`src/hdl/ntt_pkg.sv`:
```
// Shared types, constants and the pitch lookup for the note to tone timing block.
package ntt_pkg;

   localparam int BASE_W             = 13;
   localparam int PROD_W             = 21;
   localparam int DEN_W              = 8;
   localparam int REM_W              = 8;
   localparam int PITCH_W            = 12;
   localparam int DIV_STAGES         = 3;
   localparam int DIV_BITS_PER_STAGE = 7;
   localparam int SOUND_Q_W          = 18;
   localparam int GAP_Q_W            = 14;
   localparam int NINE_D_W           = 25;
   localparam int SCALE_PROD_W       = 40;

   localparam int CSR_INDEX_W = 1;
   localparam int CSR_DATA_W  = 13;
   localparam logic [CSR_INDEX_W-1:0] CSR_BASE_DURATION = 1'b0;
   localparam logic [CSR_INDEX_W-1:0] CSR_NO_GAP        = 1'b1;
   localparam logic [BASE_W-1:0]      BASE_RESET        = 13'd4096;

   // floor(y / 5) = (y * DIV5_MUL) >> DIV5_SHIFT for every y below 2**20.
   localparam logic [19:0] DIV5_MUL   = 20'd838861;
   localparam int          DIV5_SHIFT = 22;

   localparam logic [15:0] SOUND_MAX = 16'hFFFF;
   localparam logic [12:0] GAP_MAX   = 13'h1FFF;

   localparam logic [7:0] OCTAVE_FOUR = 8'd4;
   localparam logic [7:0] OCTAVE_FIVE = 8'd5;
   localparam logic [7:0] OCTAVE_SIX  = 8'd6;
   localparam logic [3:0] LOW_COL_FIRST = 4'd9;

   localparam logic [PITCH_W-1:0] PITCH_LOWEST  = 12'd253;
   localparam logic [PITCH_W-1:0] PITCH_HIGHEST = 12'd2273;

   typedef struct packed {
      logic [7:0] note_letter;
      logic [7:0] octave;
      logic [7:0] length_num;
      logic [7:0] length_den;
   } req_payload_type;

   typedef struct packed {
      logic [PITCH_W-1:0] pitch_top;
      logic [15:0]        sound_ticks;
      logic [12:0]        gap_ticks;
      logic               bad_length;
   } rsp_payload_type;

   typedef struct packed {
      logic [PITCH_W-1:0] pitch;
      logic               bad;
      logic [DEN_W-1:0]   den;
      logic [PROD_W-1:0]  product;
   } q_entry_type;

   typedef struct packed {
      logic full;
      logic empty;
   } q_flags_type;

   typedef struct packed {
      logic       hit;
      logic [3:0] idx;
   } col_type;

   // Rows are octaves 4, 5 and 6; columns are C c D d E F f G g A a B.
   localparam logic [PITCH_W-1:0] TONE_TAB [3][12] = '{
      '{12'd1915, 12'd1804, 12'd1703, 12'd1607, 12'd1517, 12'd1432,
        12'd1351, 12'd1276, 12'd1204, 12'd1136, 12'd1073, 12'd1012},
      '{12'd956,  12'd902,  12'd851,  12'd804,  12'd758,  12'd716,
        12'd676,  12'd638,  12'd602,  12'd568,  12'd536,  12'd506},
      '{12'd478,  12'd451,  12'd426,  12'd402,  12'd379,  12'd358,
        12'd338,  12'd319,  12'd301,  12'd284,  12'd268,  12'd253}
   };

   // Octave 3 exists only for A, a and B.
   localparam logic [PITCH_W-1:0] LOW_TAB [3] = '{12'd2273, 12'd2145, 12'd2025};

   function automatic col_type letter_column(input logic [7:0] letter);
      col_type c;
      c.hit = 1'b1;
      c.idx = 4'd0;
      case (letter)
         "C": c.idx = 4'd0;
         "c": c.idx = 4'd1;
         "D": c.idx = 4'd2;
         "d": c.idx = 4'd3;
         "E": c.idx = 4'd4;
         "F": c.idx = 4'd5;
         "f": c.idx = 4'd6;
         "G": c.idx = 4'd7;
         "g": c.idx = 4'd8;
         "A": c.idx = 4'd9;
         "a": c.idx = 4'd10;
         "B": c.idx = 4'd11;
         default: c.hit = 1'b0;
      endcase
      return c;
   endfunction

   function automatic logic [PITCH_W-1:0] pick_pitch(input logic [7:0] letter,
                                                     input logic [7:0] octave);
      col_type            c;
      logic [PITCH_W-1:0] top;
      c   = letter_column(letter);
      top = '0;
      if (c.hit) begin
         if (octave == OCTAVE_SIX) begin
            top = TONE_TAB[2][c.idx];
         end else if (octave == OCTAVE_FIVE) begin
            top = TONE_TAB[1][c.idx];
         end else if (c.idx >= LOW_COL_FIRST && octave != OCTAVE_FOUR) begin
            top = LOW_TAB[2'(c.idx - LOW_COL_FIRST)];
         end else begin
            top = TONE_TAB[0][c.idx];
         end
      end
      return top;
   endfunction

endpackage

```
`src/hdl/note_to_tone_timing.sv`:
```
// Top level of the note to tone timing block: configuration registers and the three parts.
// A record passes through the queue, three divider stages and one scaling stage,
// then the result register. Throughput: one record per cycle through the pipelined
// divider while rsp_stall is low.
// Reset (synchronous) empties the queue and pipeline and sets base_duration to 4096
// and no_gap to 0.
module note_to_tone_timing import ntt_pkg::*; #(
   parameter int unsigned QUEUE_DEPTH = 4
) (
   input  logic                   clock,
   input  logic                   reset,
   input  logic                   req_valid,
   output logic                   req_stall,
   input  req_payload_type        req_payload,
   output logic                   rsp_valid,
   input  logic                   rsp_stall,
   output rsp_payload_type        rsp_payload,
   input  logic                   csr_wr_en,
   input  logic [CSR_INDEX_W-1:0] csr_index,
   input  logic [CSR_DATA_W-1:0]  csr_wr_data
);

   logic [BASE_W-1:0] base_ff, base_in;
   logic              no_gap_ff, no_gap_in;
   q_flags_type       q_flags;
   logic              push;
   logic              pop;
   q_entry_type       push_entry;
   q_entry_type       head;

   always_comb begin
      base_in   = base_ff;
      no_gap_in = no_gap_ff;
      if (csr_wr_en) begin
         case (csr_index)
            CSR_BASE_DURATION: base_in   = csr_wr_data[BASE_W-1:0];
            CSR_NO_GAP:        no_gap_in = csr_wr_data[0];
            default: ;
         endcase
      end
   end

   always_ff @(posedge clock) begin
      if (reset) begin
         base_ff   <= BASE_RESET;
         no_gap_ff <= 1'b0;
      end else begin
         base_ff   <= base_in;
         no_gap_ff <= no_gap_in;
      end
   end

   ntt_front u_front (
      .req_valid     (req_valid),
      .req_stall     (req_stall),
      .req_payload   (req_payload),
      .base_duration (base_ff),
      .q_flags       (q_flags),
      .push          (push),
      .push_entry    (push_entry)
   );

   ntt_queue #(
      .DEPTH (QUEUE_DEPTH)
   ) u_queue (
      .clock      (clock),
      .reset      (reset),
      .push       (push),
      .push_entry (push_entry),
      .pop        (pop),
      .head       (head),
      .flags      (q_flags)
   );

   ntt_back u_back (
      .clock       (clock),
      .reset       (reset),
      .no_gap      (no_gap_ff),
      .q_flags     (q_flags),
      .head        (head),
      .pop         (pop),
      .rsp_valid   (rsp_valid),
      .rsp_stall   (rsp_stall),
      .rsp_payload (rsp_payload)
   );

endmodule

```
`src/hdl/ntt_front.sv`:
```
// Front end: accepts note records, looks up the pitch and forms the length product.
module ntt_front import ntt_pkg::*; (
   input  logic              req_valid,
   output logic              req_stall,
   input  req_payload_type   req_payload,
   input  logic [BASE_W-1:0] base_duration,
   input  q_flags_type       q_flags,
   output logic              push,
   output q_entry_type       push_entry
);

   assign req_stall = q_flags.full;
   assign push      = req_valid && !q_flags.full;

   always_comb begin
      push_entry.pitch   = pick_pitch(req_payload.note_letter, req_payload.octave);
      push_entry.bad     = (req_payload.length_den == '0);
      push_entry.den     = req_payload.length_den;
      push_entry.product = PROD_W'(base_duration) * PROD_W'(req_payload.length_num);
   end

endmodule

```
`src/hdl/ntt_queue.sv`:
```
// Small register queue between the front end and the duration back end.
module ntt_queue import ntt_pkg::*; #(
   parameter int unsigned DEPTH
) (
   input  logic        clock,
   input  logic        reset,
   input  logic        push,
   input  q_entry_type push_entry,
   input  logic        pop,
   output q_entry_type head,
   output q_flags_type flags
);

   localparam int unsigned AW = (DEPTH > 1) ? $clog2(DEPTH) : 1;
   localparam int unsigned CW = $clog2(DEPTH + 1);

   q_entry_type   mem_ff [DEPTH];
   logic [AW-1:0] wr_ptr_ff, wr_ptr_in;
   logic [AW-1:0] rd_ptr_ff, rd_ptr_in;
   logic [CW-1:0] count_ff, count_in;

   function automatic logic [AW-1:0] ptr_next(input logic [AW-1:0] ptr);
      return (ptr == AW'(DEPTH - 1)) ? '0 : ptr + 1'b1;
   endfunction

   assign head        = mem_ff[rd_ptr_ff];
   assign flags.full  = (count_ff == CW'(DEPTH));
   assign flags.empty = (count_ff == '0);

   always_comb begin
      wr_ptr_in = push ? ptr_next(wr_ptr_ff) : wr_ptr_ff;
      rd_ptr_in = pop ? ptr_next(rd_ptr_ff) : rd_ptr_ff;
      case ({push, pop})
         2'b10:   count_in = count_ff + 1'b1;
         2'b01:   count_in = count_ff - 1'b1;
         default: count_in = count_ff;
      endcase
   end

   always_ff @(posedge clock) begin
      if (reset) begin
         wr_ptr_ff <= '0;
         rd_ptr_ff <= '0;
         count_ff  <= '0;
      end else begin
         wr_ptr_ff <= wr_ptr_in;
         rd_ptr_ff <= rd_ptr_in;
         count_ff  <= count_in;
      end
   end

   always_ff @(posedge clock) begin
      if (push) begin
         mem_ff[wr_ptr_ff] <= push_entry;
      end
   end

endmodule

```
`src/hdl/ntt_back.sv`:
```
// Back end: pipelined divide by the denominator, scaling to ticks and the result register.
module ntt_back import ntt_pkg::*; (
   input  logic            clock,
   input  logic            reset,
   input  logic            no_gap,
   input  q_flags_type     q_flags,
   input  q_entry_type     head,
   output logic            pop,
   output logic            rsp_valid,
   input  logic            rsp_stall,
   output rsp_payload_type rsp_payload
);

   typedef struct packed {
      logic [PITCH_W-1:0] pitch;
      logic               bad;
      logic [DEN_W-1:0]   den;
      logic [REM_W-1:0]   rem;
      logic [PROD_W-1:0]  work;
   } div_stage_type;

   typedef struct packed {
      logic [PITCH_W-1:0]   pitch;
      logic                 bad;
      logic [SOUND_Q_W-1:0] sound_q;
      logic [GAP_Q_W-1:0]   gap_q;
   } scale_stage_type;

   div_stage_type         div_ff [DIV_STAGES];
   div_stage_type         div_in [DIV_STAGES];
   logic [DIV_STAGES-1:0] div_v_ff, div_v_in;
   logic [DIV_STAGES-1:0] div_take;
   scale_stage_type       scale_ff, scale_in;
   logic                  scale_v_ff, scale_v_in;
   logic                  scale_take;
   rsp_payload_type       out_ff, out_in;
   logic                  out_v_ff, out_v_in;
   logic                  out_take;
   div_stage_type         div_start;
   logic [PROD_W-1:0]     quotient;
   logic [NINE_D_W-1:0]   nine_d;
   logic [SCALE_PROD_W-1:0] sound_prod;
   logic [SCALE_PROD_W-1:0] gap_prod;

   // Restoring division, a few quotient bits per stage. The dividend shifts out of
   // the top of work while the quotient shifts in at the bottom.
   function automatic div_stage_type div_chunk(input div_stage_type s);
      div_stage_type    r;
      logic [REM_W:0]   trial;
      r = s;
      for (int k = 0; k < DIV_BITS_PER_STAGE; k++) begin
         trial  = {r.rem, r.work[PROD_W-1]};
         r.work = {r.work[PROD_W-2:0], 1'b0};
         if (trial >= {1'b0, r.den}) begin
            r.rem     = REM_W'(trial - {1'b0, r.den});
            r.work[0] = 1'b1;
         end else begin
            r.rem = trial[REM_W-1:0];
         end
      end
      return r;
   endfunction

   // A stage takes a new item when it is empty or its item moves on in this cycle.
   always_comb begin
      out_take   = !out_v_ff || !rsp_stall;
      scale_take = !scale_v_ff || out_take;
      div_take[DIV_STAGES-1] = !div_v_ff[DIV_STAGES-1] || scale_take;
      for (int i = DIV_STAGES - 2; i >= 0; i--) begin
         div_take[i] = !div_v_ff[i] || div_take[i+1];
      end
   end

   assign pop = !q_flags.empty && div_take[0];

   always_comb begin
      div_start.pitch = head.pitch;
      div_start.bad   = head.bad;
      div_start.den   = head.den;
      div_start.rem   = '0;
      div_start.work  = head.product;

      div_in[0]   = div_take[0] ? div_chunk(div_start) : div_ff[0];
      div_v_in[0] = div_take[0] ? !q_flags.empty : div_v_ff[0];
      for (int i = 1; i < DIV_STAGES; i++) begin
         div_in[i]   = div_take[i] ? div_chunk(div_ff[i-1]) : div_ff[i];
         div_v_in[i] = div_take[i] ? div_v_ff[i-1] : div_v_ff[i];
      end
   end

   // Sound is floor(9D/160) and gap is floor(D/160); both divide by 32 with a
   // shift and then by 5 with a reciprocal multiply.
   always_comb begin
      quotient   = div_ff[DIV_STAGES-1].work;
      nine_d     = (NINE_D_W'(quotient) << 3) + NINE_D_W'(quotient);
      sound_prod = SCALE_PROD_W'(nine_d[NINE_D_W-1:5]) * SCALE_PROD_W'(DIV5_MUL);
      gap_prod   = SCALE_PROD_W'(quotient[PROD_W-1:5]) * SCALE_PROD_W'(DIV5_MUL);

      scale_in = scale_ff;
      if (scale_take) begin
         scale_in.pitch   = div_ff[DIV_STAGES-1].pitch;
         scale_in.bad     = div_ff[DIV_STAGES-1].bad;
         scale_in.sound_q = sound_prod[DIV5_SHIFT +: SOUND_Q_W];
         scale_in.gap_q   = gap_prod[DIV5_SHIFT +: GAP_Q_W];
      end
      scale_v_in = scale_take ? div_v_ff[DIV_STAGES-1] : scale_v_ff;
   end

   always_comb begin
      out_in = out_ff;
      if (out_take) begin
         out_in.pitch_top  = scale_ff.pitch;
         out_in.bad_length = scale_ff.bad;
         if (scale_ff.bad) begin
            out_in.sound_ticks = '0;
         end else if (scale_ff.sound_q > SOUND_Q_W'(SOUND_MAX)) begin
            out_in.sound_ticks = SOUND_MAX;
         end else begin
            out_in.sound_ticks = scale_ff.sound_q[15:0];
         end
         if (scale_ff.bad || no_gap) begin
            out_in.gap_ticks = '0;
         end else if (scale_ff.gap_q > GAP_Q_W'(GAP_MAX)) begin
            out_in.gap_ticks = GAP_MAX;
         end else begin
            out_in.gap_ticks = scale_ff.gap_q[12:0];
         end
      end
      out_v_in = out_take ? scale_v_ff : out_v_ff;
   end

   assign rsp_valid   = out_v_ff;
   assign rsp_payload = out_ff;

   always_ff @(posedge clock) begin
      if (reset) begin
         div_v_ff   <= '0;
         scale_v_ff <= 1'b0;
         out_v_ff   <= 1'b0;
      end else begin
         div_v_ff   <= div_v_in;
         scale_v_ff <= scale_v_in;
         out_v_ff   <= out_v_in;
      end
   end

   always_ff @(posedge clock) begin
      for (int i = 0; i < DIV_STAGES; i++) begin
         div_ff[i] <= div_in[i];
      end
      scale_ff <= scale_in;
      out_ff   <= out_in;
   end

endmodule

```
`config.mk`:
```
export PLATFORM = sky130hd
export DESIGN_NAME = note_to_tone_timing
export DESIGN_NICKNAME = d
export VERILOG_FILES = /design/src/hdl/ntt_pkg.sv /design/src/hdl/note_to_tone_timing.sv /design/src/hdl/ntt_front.sv /design/src/hdl/ntt_queue.sv /design/src/hdl/ntt_back.sv
export SDC_FILE = /design/constraint.sdc
export NUM_CORES = 2
export LEC_CHECK = 0
export BUFFER_PORTS_ARGS = -buffer_cell sky130_fd_sc_hd__buf_2
export CAP_MARGIN = 15
export CORE_ASPECT_RATIO = 1.75
export CORE_UTILIZATION = 60
export DETAILED_ROUTE_END_ITERATION = 12
export PLACE_DENSITY = 0.77
export SYNTH_ARGS = -nofsm -noshare
export SYNTH_HDL_FRONTEND = slang
export SYNTH_SLANG_ARGS = --single-unit
```
`constraint.sdc`:
```
create_clock -name clock -period 19.6 [get_ports clock]
set_clock_uncertainty 0.15 [all_clocks]
set_input_delay 3.92 -clock clock [delete_from_list [all_inputs] [get_ports clock]]
set_output_delay 3.92 -clock clock [all_outputs]
set_load 0.005 [all_outputs]
```
==> impl_metrics.sql <==
INSERT INTO impl_metrics (metric_group, metric, value, unit) VALUES
('run_status', 'run_status', 'finished, final reports clean', ''),
('logic_synthesis', 'synth_warnings', '0', ''),
('grt', 'antenna_found_initial', '0', ''),
('sta', 'totalNegativeSetupSlack', '0', 'ns'),
('logic_synthesis', 'post-synth-top-area-cell', 'edfxtp_1', ''),
('clock_network', 'htree_levels', '2', ''),
('floorplan', 'core-area', '62200', 'um^2'),
('logic_synthesis', 'synthesis.area', '37800', 'um^2'),
('finish', 'ff_latch_area', '12200', 'um^2'),
('finish', 'areaGrowthSynthToFinish', '7.12', '%'),
('setup_path', 'critical_path.slowest_cell', 'edfxtp_1', ''),
('finish', 'nFillCells', '4775', ''),
('run', 'max-cap-violations', '0', ''),
('setup_path', 'worstPathMaxFanout', '18', ''),
('clock_network', 'clk_pin_slew_worst_paths', '0.07', 'ns'),
('floorplan', 'initial_core_utilization', '60.8', '%'),
('routing', 'remaining_drc_errors', '0', ''),
('setup_path', 'start_kind', 'flop', ''),
('setup_path', 'reg2reg_to', 'u_back.div_ff[0][74]', ''),
('clock_network', 'clock_tree_from_tritoncts', 'done', ''),
('logic_synthesis', 'synth.yosys.seq_area_share', '32.4', '%'),
('logic_synthesis', 'synth_cells', '3421', ''),
('setup_path', 'cp_dominant_cell_by_count', 'o21ai_0', ''),
('clock_network', 'post_cts.repair.setup_buffers', '0', ''),
('sta', 'final_period_minus_worst_setup_slack', '17.80', 'ns'),
('logic_synthesis', 'yosys.area.top_type_share', '30.9', '%'),
('clock_network', 'cts_buffers', '40', ''),
('clock_network', 'postCtsHoldBufs', '0', ''),
('logic_synthesis', 'syn-num-nets', '4332', ''),
('setup_path', 'critical-path-max-stage-delay', '0.57', 'ns'),
('routing', 'avgRoutedWirePerCell', '19.1', 'um'),
('logic_synthesis', 'synth_seq_cells', '417', ''),
('routing', 'highest-signal-layer', 'met4', ''),
('sta', 'final_min_period_over_clock_period', '90.8', '%'),
('grt', 'grt_max_degree', '51', ''),
('logic_synthesis', 'synthesis.area_per_instance', '11.1', 'um^2'),
('sta', 'slew_headroom', '22.4', '%'),
('setup_path', 'critical_path.endpoint_type', 'flop', ''),
('clock_network', 'cts_root_buffer', 'clkbuf_16', ''),
('setup_path', 'r2r-start', 'u_back.div_ff[0][30]', ''),
('finish', 'n_antenna_cell', '0', ''),
('hold_path', 'worstHoldPathType', 'reg -> reg', ''),
('setup_path', 'setup.worst_path.class', 'reg -> reg', ''),
('routing', 'firstDrtPassIters', '5', ''),
('setup_path', 'r2r_slack', '1.80', 'ns'),
('setup_path', 'worst_r2r_path_depth', '74', ''),
('grt', 'first_pass_grt_wire_length', '134000', 'um'),
('routing', 'met1_length', '28600', 'um'),
('logic_synthesis', 'number_of_synthesized_flops_with_an_enable_pin', '389', ''),
('floorplan', 'design.die.area', '64100', 'um^2'),
('floorplan', 'die-width', '192', 'um'),
('grt', 'grt_overflow', '0', ''),
('finish', 'final_layout_size_suffix_gt1_share', '8.89', '%'),
('hold_path', 'hold-path-endpoint', 'u_back.div_ff[0][110]', ''),
('grt', 'groute.usage.overall', '27.0', '%'),
('sta', 'setup_violations', '0', ''),
('sta', 'final-hold-violation-count', '0', ''),
('clock_network', 'clock_latency', '0.61', 'ns'),
('sta', 'worst_slew_pin_slew', '1.14', 'ns'),
('clock_network', 'clock_sink_count', '417', ''),
('routing', 'initialDrtViolationCount', '905', ''),
('finish', 'final_cell_mix', '558 x ha_1, 554 x inv_1, 389 x edfxtp_1, 302 x fa_1, 196 x nor2_1', ''),
('logic_synthesis', 'postSynth.topFlopCell', 'edfxtp_1', ''),
('logic_synthesis', 'netlist-cell-type-count', '81', ''),
('routing', 'detailroute.wirelength.met3', '2520', 'um'),
('routing', 'antenna_left', '0', ''),
('routing', 'routed_via_density', '5.79', ''),
('place', 'io_buffer_count', '94', ''),
('hold_path', 'min_path_cells', '0', ''),
('setup_path', 'cp.arrival', '17.97', 'ns'),
('clock_network', 'cts.path.max_buffers', '3', '');
==> layer usage <==
metal | up-vias | global-route usage, %
met5 | - | 0
met4 | 0 | 16.2
met3 | 266 | 3.00
met2 | 576 | 52.7
met1 | 12285 | 26.5
li1 | 12018 | -
==> cells in the mapped netlist (all sizes together), types with 6 or more instances <==
master     n
buf       10
a2111oi    6
inv      558
mux4      37
nand2    188
dfxtp     28
o21a      39
o211ai    12
and3      16
xnor2     97
nand4     24
ha       558
mux2      71
a311oi     7
nor3      36
and2      70
o21bai    14
nor2b     42
a21o      63
fa       302
clkbuf    51
or2        9
o31ai      8
o21ai    126
xor2      59
nand3     36
and4       9
a21oi    150
mux2i     41
nor2     196
or3        7
edfxtp   389
nor4       8
a31oi     11
a31o       6
nand2b    31
a211oi    17
a21boi    17
==> registers in the layout, indices dropped and copies added, names as in the netlist, named ones only <==
signal	cells
base_ff	13
no_gap_ff	1
u_back.div_ff	134
u_back.div_v_ff	3
u_back.rsp_payload	42
u_back.rsp_valid	1
u_back.scale_ff	45
u_back.scale_v_ff	1
u_queue.count_ff	3
u_queue.mem_ff	168
u_queue.rd_ptr_ff	2
u_queue.wr_ptr_ff	2
==> critical path: cells and delay by family, from the launching register on <==
kind,cells,cell delay [ns]
adders and majority gates,7,2.11
DFF,1,0.57
buffers and inverters,7,1.01
AOI/OAI and AO/OA,40,8.91
and+or+nand+nor,15,2.93
muxes,5,1.82
==> kinds of logic after synthesis <==
kind of cell / Yosys count / synth area share (%)
AND/OR/NAND/NOR: 691 / 8.89
flip-flops: 417 / 32.4
multiplexers: 149 / 5.55
XOR/XNOR: 156 / 3.61
adder cells (fa/ha/maj): 860 / 34.4
AO/OA/AOI/OAI: 528 / 8.95
buffers and inverters: 620 / 6.22
==> per-stage QoR <==
step	hold slack [ns]	utilization, %	std cells	setup slack (ns)	instance area, um^2
final	0.237	65.1	4344	1.80	40500
after global routing	0.242	65.1	4344	0.133	40500
after CTS	0.238	65.1	4343	1.10	40500
after detailed placement	0.255	63.0	4270	1.18	39200
after global placement	0.251	63.0	4270	1.45	39200
after floorplan	0.250	-	3421	3.89	37800
==> area by class of cell <==
cell class / instances / area share, %
multi-input cells: 2384 / 57.4
flip-flops and latches: 417 / 30.2
inverters: 559 / 5.18
clock buffers: 46 / 2.52
well taps: 799 / 2.47
repair buffers: 112 / 1.49
clock inverters: 27 / 0.741
==> timing repair <==
item	in CTS	in global routing
resized for setup	0	4
hold endpoints to repair	0	0
setup endpoints to repair	0	9
==> how the worst max path moves through the flow <==
stage,start,endpoint,slack [ns]
finish,u_back.div_ff[0][30],u_back.div_ff[0][74],1.80
global route,u_back.div_ff[0][30],u_back.div_ff[0][74],0.13
CTS,u_back.div_ff[0][30],u_back.div_ff[0][74],1.10
detailed placement,u_back.div_ff[0][30],u_back.div_ff[0][73],1.18
global placement,u_back.div_ff[0][30],u_back.div_ff[0][72],1.45
floorplan,u_back.div_ff[0][30],u_back.div_ff[0][72],3.89
Power is not shown: default switching activity piles up to over one toggle a cycle in this logic, so the estimate is an artifact.
